### src/cdad_pkg.sv
// ---------------------------------------------------------------------------
// cdad_pkg: shared types and constants for the calendar date stepper
// Month table, leap rule, status codes and sequencer states.
// ---------------------------------------------------------------------------
`default_nettype none

package cdad_pkg;

  localparam int DayW   = 5;
  localparam int MonthW = 4;
  localparam int YearW  = 14;
  localparam int CountW = 16;

  localparam int CountBitsDefault = 16;

  localparam logic [YearW-1:0]  YearMin = 14'd1;
  localparam logic [YearW-1:0]  YearMax = 14'd9999;
  localparam logic [MonthW-1:0] MonJan  = 4'd1;
  localparam logic [MonthW-1:0] MonFeb  = 4'd2;
  localparam logic [MonthW-1:0] MonDec  = 4'd12;
  localparam logic [DayW-1:0]   DayFirst = 5'd1;
  localparam logic [DayW-1:0]   DayLast  = 5'd31;

  // floor(y / 100) == (y * Recip100) >> Recip100Shift for every y below 43690
  localparam int RecipW        = 13;
  localparam int Recip100Shift = 19;
  localparam logic [RecipW-1:0] Recip100 = 13'd5243;
  localparam int CentW    = 8;
  localparam int YModW    = 7;
  localparam logic [YModW-1:0] YModLast = 7'd99;

  typedef enum logic [1:0] {
    ST_OK       = 2'd0,
    ST_BAD_DATE = 2'd1,
    ST_RANGE    = 2'd2
  } status_t;

  typedef enum logic [2:0] {
    S_IDLE,
    S_DIV,
    S_MOD,
    S_CHECK,
    S_WALK,
    S_DONE
  } state_t;

  // Leap year from year mod 100 and century mod 4.
  function automatic logic is_leap(input logic [YModW-1:0] ymod, input logic [1:0] cen);
    logic leap;
    if (ymod == '0) begin
      leap = (cen == 2'd0);
    end else begin
      leap = (ymod[1:0] == 2'd0);
    end
    return leap;
  endfunction

  // Length of a month; months outside 1..12 read as 31 and are screened elsewhere.
  function automatic logic [DayW-1:0] month_days(input logic [MonthW-1:0] m,
                                                 input logic leap);
    logic [DayW-1:0] n;
    unique case (m)
      4'd2:                   n = leap ? 5'd29 : 5'd28;
      4'd4, 4'd6, 4'd9, 4'd11: n = 5'd30;
      default:                n = 5'd31;
    endcase
    return n;
  endfunction

endpackage

`default_nettype wire

### src/calendar_date_add_days.sv
// Sequence: after the accepting edge, divide by 100, take the remainder, check the date,
//   then walk month by month until the last walk step lands in the final month, and
//   load the result register; an invalid date skips the walk.
//   A full 65535-day move crosses about 2153 months.
// Requests: one at a time; req_stall holds off the next until idle, so the month walk sets the pace.
// Reset: rst (synchronous) returns the sequencer to idle and drops the result valid.
// ---------------------------------------------------------------------------
// calendar_date_add_days: move a Gregorian date forward or back by N days
// Walks month by month with a single step unit; flags invalid dates and
// saturates at 1 Jan 1 and 31 Dec 9999.
// ---------------------------------------------------------------------------
`default_nettype none

module calendar_date_add_days #(
  parameter int COUNT_BITS = cdad_pkg::CountBitsDefault
) (
  input  wire logic                          clk,
  input  wire logic                          rst,
  input  wire logic                          req_valid,
  output logic                               req_stall,
  input  wire logic                          action,
  input  wire logic [cdad_pkg::DayW-1:0]     day,
  input  wire logic [cdad_pkg::MonthW-1:0]   month,
  input  wire logic [cdad_pkg::YearW-1:0]    year,
  input  wire logic [cdad_pkg::CountW-1:0]   count,
  output logic                               res_valid,
  input  wire logic                          res_stall,
  output logic [cdad_pkg::DayW-1:0]          result_day,
  output logic [cdad_pkg::MonthW-1:0]        result_month,
  output logic [cdad_pkg::YearW-1:0]         result_year,
  output logic [1:0]                         status
);
  import cdad_pkg::*;

  // Only the low COUNT_BITS bits of count matter, and the port has CountW of them.
  localparam int KW = (COUNT_BITS < CountW) ? COUNT_BITS : CountW;
  // Width that holds a day, a remaining count and their sum.
  localparam int SW = ((KW > DayW) ? KW : DayW) + 1;

  state_t state, state_next;

  logic               back, back_next;
  logic [DayW-1:0]    d, d_next;
  logic [MonthW-1:0]  m, m_next;
  logic [YearW-1:0]   y, y_next;
  logic [KW-1:0]      k, k_next;
  logic [CentW-1:0]   q, q_next;
  logic [YModW-1:0]   ymod, ymod_next;
  logic [1:0]         cen, cen_next;
  status_t            st, st_next;

  logic [RecipW+YearW-1:0] prod;
  logic [YearW-1:0]        qx100;
  logic [YearW-1:0]        rem;
  logic                    leap;
  logic [DayW-1:0]         n_cur;
  logic [SW-1:0]           d_ext, k_ext, n_ext, sum_ext, span_ext;
  logic                    load_res;

  // Year split for the leap rule: quotient by reciprocal, then remainder.
  assign prod  = (RecipW+YearW)'(y) * (RecipW+YearW)'(Recip100);
  assign qx100 = YearW'(q) * YearW'(100);
  assign rem   = y - qx100;

  assign leap     = is_leap(ymod, cen);
  assign n_cur    = month_days(m, leap);
  assign d_ext    = SW'(d);
  assign k_ext    = SW'(k);
  assign n_ext    = SW'(n_cur);
  assign sum_ext  = d_ext + k_ext;
  // Days left in this month including today: n - d + 1.
  assign span_ext = n_ext - d_ext + SW'(1);

  assign req_stall = (state != S_IDLE);
  // Load the result register once the previous result is gone or leaving.
  assign load_res  = (state == S_DONE) && (!res_valid || !res_stall);

  always_ff @(posedge clk) begin
    if (rst) begin
      state <= S_IDLE;
    end else begin
      state <= state_next;
    end
  end

  always_ff @(posedge clk) begin
    back <= back_next;
    d    <= d_next;
    m    <= m_next;
    y    <= y_next;
    k    <= k_next;
    q    <= q_next;
    ymod <= ymod_next;
    cen  <= cen_next;
    st   <= st_next;
  end

  always_comb begin
    state_next = state;
    back_next  = back;
    d_next     = d;
    m_next     = m;
    y_next     = y;
    k_next     = k;
    q_next     = q;
    ymod_next  = ymod;
    cen_next   = cen;
    st_next    = st;

    unique case (state)
      S_IDLE: begin
        // Capture the request.
        if (req_valid) begin
          back_next  = action;
          d_next     = day;
          m_next     = month;
          y_next     = year;
          k_next     = count[KW-1:0];
          state_next = S_DIV;
        end
      end
      S_DIV: begin
        q_next     = prod[Recip100Shift +: CentW];
        state_next = S_MOD;
      end
      S_MOD: begin
        ymod_next  = rem[YModW-1:0];
        cen_next   = q[1:0];
        state_next = S_CHECK;
      end
      S_CHECK: begin
        // Reject a bad start date; the date passes through untouched.
        if (m < MonJan || m > MonDec || y < YearMin || y > YearMax ||
            d < DayFirst || d > n_cur) begin
          st_next    = ST_BAD_DATE;
          state_next = S_DONE;
        end else begin
          st_next    = ST_OK;
          state_next = S_WALK;
        end
      end
      S_WALK: begin
        if (!back) begin
          if (sum_ext <= n_ext) begin
            // Lands inside this month.
            d_next     = sum_ext[DayW-1:0];
            k_next     = '0;
            state_next = S_DONE;
          end else begin
            // Advance to the first of next month.
            k_next = KW'(k_ext - span_ext);
            d_next = DayFirst;
            if (m == MonDec) begin
              if (y == YearMax) begin
                d_next     = DayLast;
                m_next     = MonDec;
                st_next    = ST_RANGE;
                k_next     = '0;
                state_next = S_DONE;
              end else begin
                m_next = MonJan;
                y_next = y + YearW'(1);
                if (ymod == YModLast) begin
                  ymod_next = '0;
                  cen_next  = cen + 2'd1;
                end else begin
                  ymod_next = ymod + YModW'(1);
                end
              end
            end else begin
              m_next = m + MonthW'(1);
            end
          end
        end else begin
          if (d_ext > k_ext) begin
            d_next     = DayW'(d_ext - k_ext);
            k_next     = '0;
            state_next = S_DONE;
          end else begin
            // Drop back to the last day of the previous month.
            k_next = KW'(k_ext - d_ext);
            if (m == MonJan) begin
              if (y == YearMin) begin
                d_next     = DayFirst;
                m_next     = MonJan;
                st_next    = ST_RANGE;
                k_next     = '0;
                state_next = S_DONE;
              end else begin
                m_next = MonDec;
                d_next = DayLast;
                y_next = y - YearW'(1);
                if (ymod == '0) begin
                  ymod_next = YModLast;
                  cen_next  = cen - 2'd1;
                end else begin
                  ymod_next = ymod - YModW'(1);
                end
              end
            end else begin
              m_next = m - MonthW'(1);
              d_next = month_days(m - MonthW'(1), leap);
            end
          end
        end
      end
      S_DONE: begin
        if (load_res) begin
          state_next = S_IDLE;
        end
      end
      default: begin
        state_next = S_IDLE;
      end
    endcase
  end

  // Result register: hold until taken.
  always_ff @(posedge clk) begin
    if (rst) begin
      res_valid <= 1'b0;
    end else if (load_res) begin
      res_valid <= 1'b1;
    end else if (!res_stall) begin
      res_valid <= 1'b0;
    end
  end

  always_ff @(posedge clk) begin
    if (load_res) begin
      result_day   <= d;
      result_month <= m;
      result_year  <= y;
      status       <= st;
    end
  end

endmodule

`default_nettype wire
### config.mk
export PLATFORM = sky130hd
export DESIGN_NAME = calendar_date_add_days
export DESIGN_NICKNAME = d
export VERILOG_FILES = /design/src/cdad_pkg.sv /design/src/calendar_date_add_days.sv
export SDC_FILE = /design/constraint.sdc
export NUM_CORES = 1
export LEC_CHECK = 0
export ABC_AREA = 1
export BUFFER_PORTS_ARGS = -buffer_cell sky130_fd_sc_hd__buf_4
export CORE_MARGIN = 2
export CORE_UTILIZATION = 40
export CTS_CLUSTER_SIZE = 25
export DETAILED_ROUTE_END_ITERATION = 6
export PLACE_DENSITY_LB_ADDON = 0.15
export REMOVE_ABC_BUFFERS = 1
export SLEW_MARGIN = 0
export SYNTH_ARGS = -nofsm -noshare
export SYNTH_HDL_FRONTEND = slang
export SYNTH_SLANG_ARGS = --single-unit
export TNS_END_PERCENT = 10
### constraint.sdc
create_clock -name clk -period 5.39 [get_ports clk]
set_input_delay 1.078 -clock clk [delete_from_list [all_inputs] [get_ports clk]]
set_output_delay 1.078 -clock clk [all_outputs]
set_load 0.1 [all_outputs]
==> metrics.md <==
| Metric | Value |
|---|---|
| Initial antenna violation count | `0` |
| Setup Crit Path Kind | `flop to flop` |
| Slew HR | `38.7%` |
| FMAX | `206 MHz` |
| Post-synth top area share | `22.9%` |
| Starting Density | `40.7%` |
| Syn_area_per_cell | `8.07 um^2` |
| Crit end category | `flop` |
| # setup viols final | `0` |
| Final max-slew violation count | `0` |
| Area added between synthesis and finish | `11.3%` |
| Hold_buf cts | `0` |
| R2R depth | `24` |
| Hold Path Stages | `0` |
| R2R Path Start | `ymod[3]` |
| RSZ-0062 raised after global routing | `no` |
| CP delay by family, top | `adder cells` |
| GPL Wtd Cong | `0.906` |
| Pre-antenna DRT Iters | `5` |
| Flops & latches, synth | `85` |
| Setup tns final | `0 ns` |
| Pin count of the biggest net entering global routing | `45` |
| Die Y | `167 um` |
| Clk sink count | `85` |
| Post-synth top cells | `nand2_1, inv_1, ha_1, nor2_1` |
| Min Tclk post-route | `4.84 ns` |
| Crit path DAT | `4.96 ns` |
| Number of global-route vias before repair | `8799` |
| Skew-Pair Late Insertion Delay | `0.37 ns` |
| Post-Syn Area | `10600 um^2` |
| Leading area contributor after synthesis | `edfxtp_1` |
| Max stage delay on crit path | `0.56 ns` |
| Die footprint | `27900 um^2` |
| Crit path max fanout | `6` |
| Share of layout cells above drive strength 1 | `9.59%` |
| Tightest Hold Check Type | `flop to flop` |
| Post-synthesis cell count | `1316` |
| Hold Path Origin | `st[0]` |
| Synth Warn # | `0` |
| Row count | `59` |
| Area contributors post-synth | `edfxtp_1, ha_1, fa_1` |
| WL/cell | `16.6 um` |
| Residual DRC count | `0` |
| Input/output buffers | `70` |
| Outcome | `finished, final reports clean` |
| FF-to-FF setup slack | `0.55 ns` |
| HPWL Detailed | `23.2 mm` |
| Count of flip-flops with a built-in enable after synthesis | `81` |
| Commonest register cell after synthesis | `edfxtp_1` |
| Slowest CP cell | `o311ai_0` |
| Most frequent cell after synthesis | `nand2_1` |
| H-Tree Depth | `3` |
| Total gr overflow | `0` |
| Final Skew | `0.0159 ns` |
| Final worst-path cycle share | `89.9%` |
| WHS Endpoint | `status[0]` |
| CTS tree | `done` |
| Synth unique cells | `53` |
| Worst slew pin tran | `0.916 ns` |
| Die Width | `167 um` |
| Vias post-DR | `8821` |
| R2R Path End | `k[10]` |
| Overall Global Routing Usage | `21.1%` |
| ANT nets after route | `0` |
| Root Buffer | `clkbuf_16` |
| Clock Tree Buf Depth | `2` |
| Post-cts sizing count | `0` |
| Setup bufs post-CTS | `0` |
| Drt initial violations | `708` |
| Crit start category | `flop` |
| Max-Cap Viols | `0` |
| I/O pin cnt | `71` |
| Crit-path cells | `inv_1, nand2_1, nor2_1, a31oi_1, o21ai_0, ha_1, fa_1, inv_1, ha_1, inv_1, nor2_1, nand2_1, xor2_1, ha_1, nand2_1, o311ai_0, nand2_1, inv_1, nand3_1, nand2_1, xnor2_1, nor2_1, nor2_1, nor2_1` |
| Vias per Instance | `5.12` |
| Final hold vios | `0` |
| Asr flop ratio synth | `0%` |
| Clk slew on worst S/H paths | `0.07 ns` |
| Antenna Cells | `0` |
| First-pass GRT wire length | `46.9 mm` |
| Buf/Inv on CP | `4` |
| CTS Buf Count | `9` |
| Final #Nets | `1644` |
| Core ar. | `26100 um^2` |
| Sequential area share after synthesis | `23.7%` |
| Drt total wl | `28.6 mm` |
| CP required | `5.50 ns` |
## cell usage in the layout, fill, tap and decap left out, types with 7 or more instances in the layout
master	count
a21oi_1	63
clkbuf_16	9
fa_1	68
buf_4	85
edfxtp_1	81
ha_1	150
nor2_1	118
a31oi_1	7
o21ai_1	7
xor2_1	50
nand3_1	81
xnor2_1	18
inv_1	228
o21ai_0	62
nor3_1	21
nand2_1	244
nand4_1	12
## how the worst max path moves through the flow
| stage | startpoint | to | slack [ns] | cells after the start |
|---|---|---|---|---|
| after CTS | ymod[3] | k[10] | 0.57 | 24 |
| after global routing | ymod[3] | k[14] | 0.04 | 25 |
| after detailed placement | m[0] | k[14] | 0.60 | 26 |
| final | ymod[3] | k[10] | 0.55 | 24 |
| after floorplan | y[3] | q[2] | 1.12 | 21 |
| after global placement | m[0] | k[14] | 0.68 | 26 |
## routing by layer
| layer | wire (um) | global-route usage, % | vias up |
|---|---|---|---|
| met1 | 14300 | 31.6 | 4156 |
| li1 | - | - | 4397 |
| met2 | 12500 | 32.9 | 242 |
| met3 | 1440 | 2.47 | 26 |
| met4 | 338 | 4.57 | 0 |
| met5 | 0 | 0 | - |
## logic make-up after synthesis
logic type	Yosys count	synth area share, %
and+or+nand+nor	502	20.5
xor gates and xnor gates	71	6.18
DFF	85	23.7
AOI/OAI and AO/OA	177	9.52
buffers and inverters	263	9.67
adders and majority gates	218	30.5
## metrics by stage
| stage | utilization [%] | instance area, um^2 | setup slack, ns | std cells | hold slack [ns] |
|---|---|---|---|---|---|
| after floorplan | - | 10500 | 1.12 | 1286 | 0.400 |
| after global routing | 45.3 | 11800 | 0.0354 | 1722 | 0.444 |
| after global placement | 44.3 | 11500 | 0.677 | 1706 | 0.402 |
| final | 45.3 | 11800 | 0.545 | 1722 | 0.421 |
| after CTS | 45.3 | 11800 | 0.567 | 1722 | 0.421 |
| after detailed placement | 44.3 | 11500 | 0.595 | 1706 | 0.405 |
## flip-flops by register name, indices dropped and copies added, names as in the netlist, 3 cells and up
signal and count:
m 4, y 14, result_year 14, result_day 5, result_month 4, k 16, q 5, d 5
ymod 7, state 3
## area by class of cell
type                            instances  area, um^2
Tap cell                              335         419
Multi-Input combinational cell        968        7090
Sequential cell                        85        2510
Inverter                              233         875
Fill cell                            2612       14200
Clock inverter                          7        56.3
Clock buffer                            9         225
Timing Repair Buffer                   85         638
Power is not shown: default switching activity piles up to over one toggle a cycle in this logic, so the estimate is an artifact.
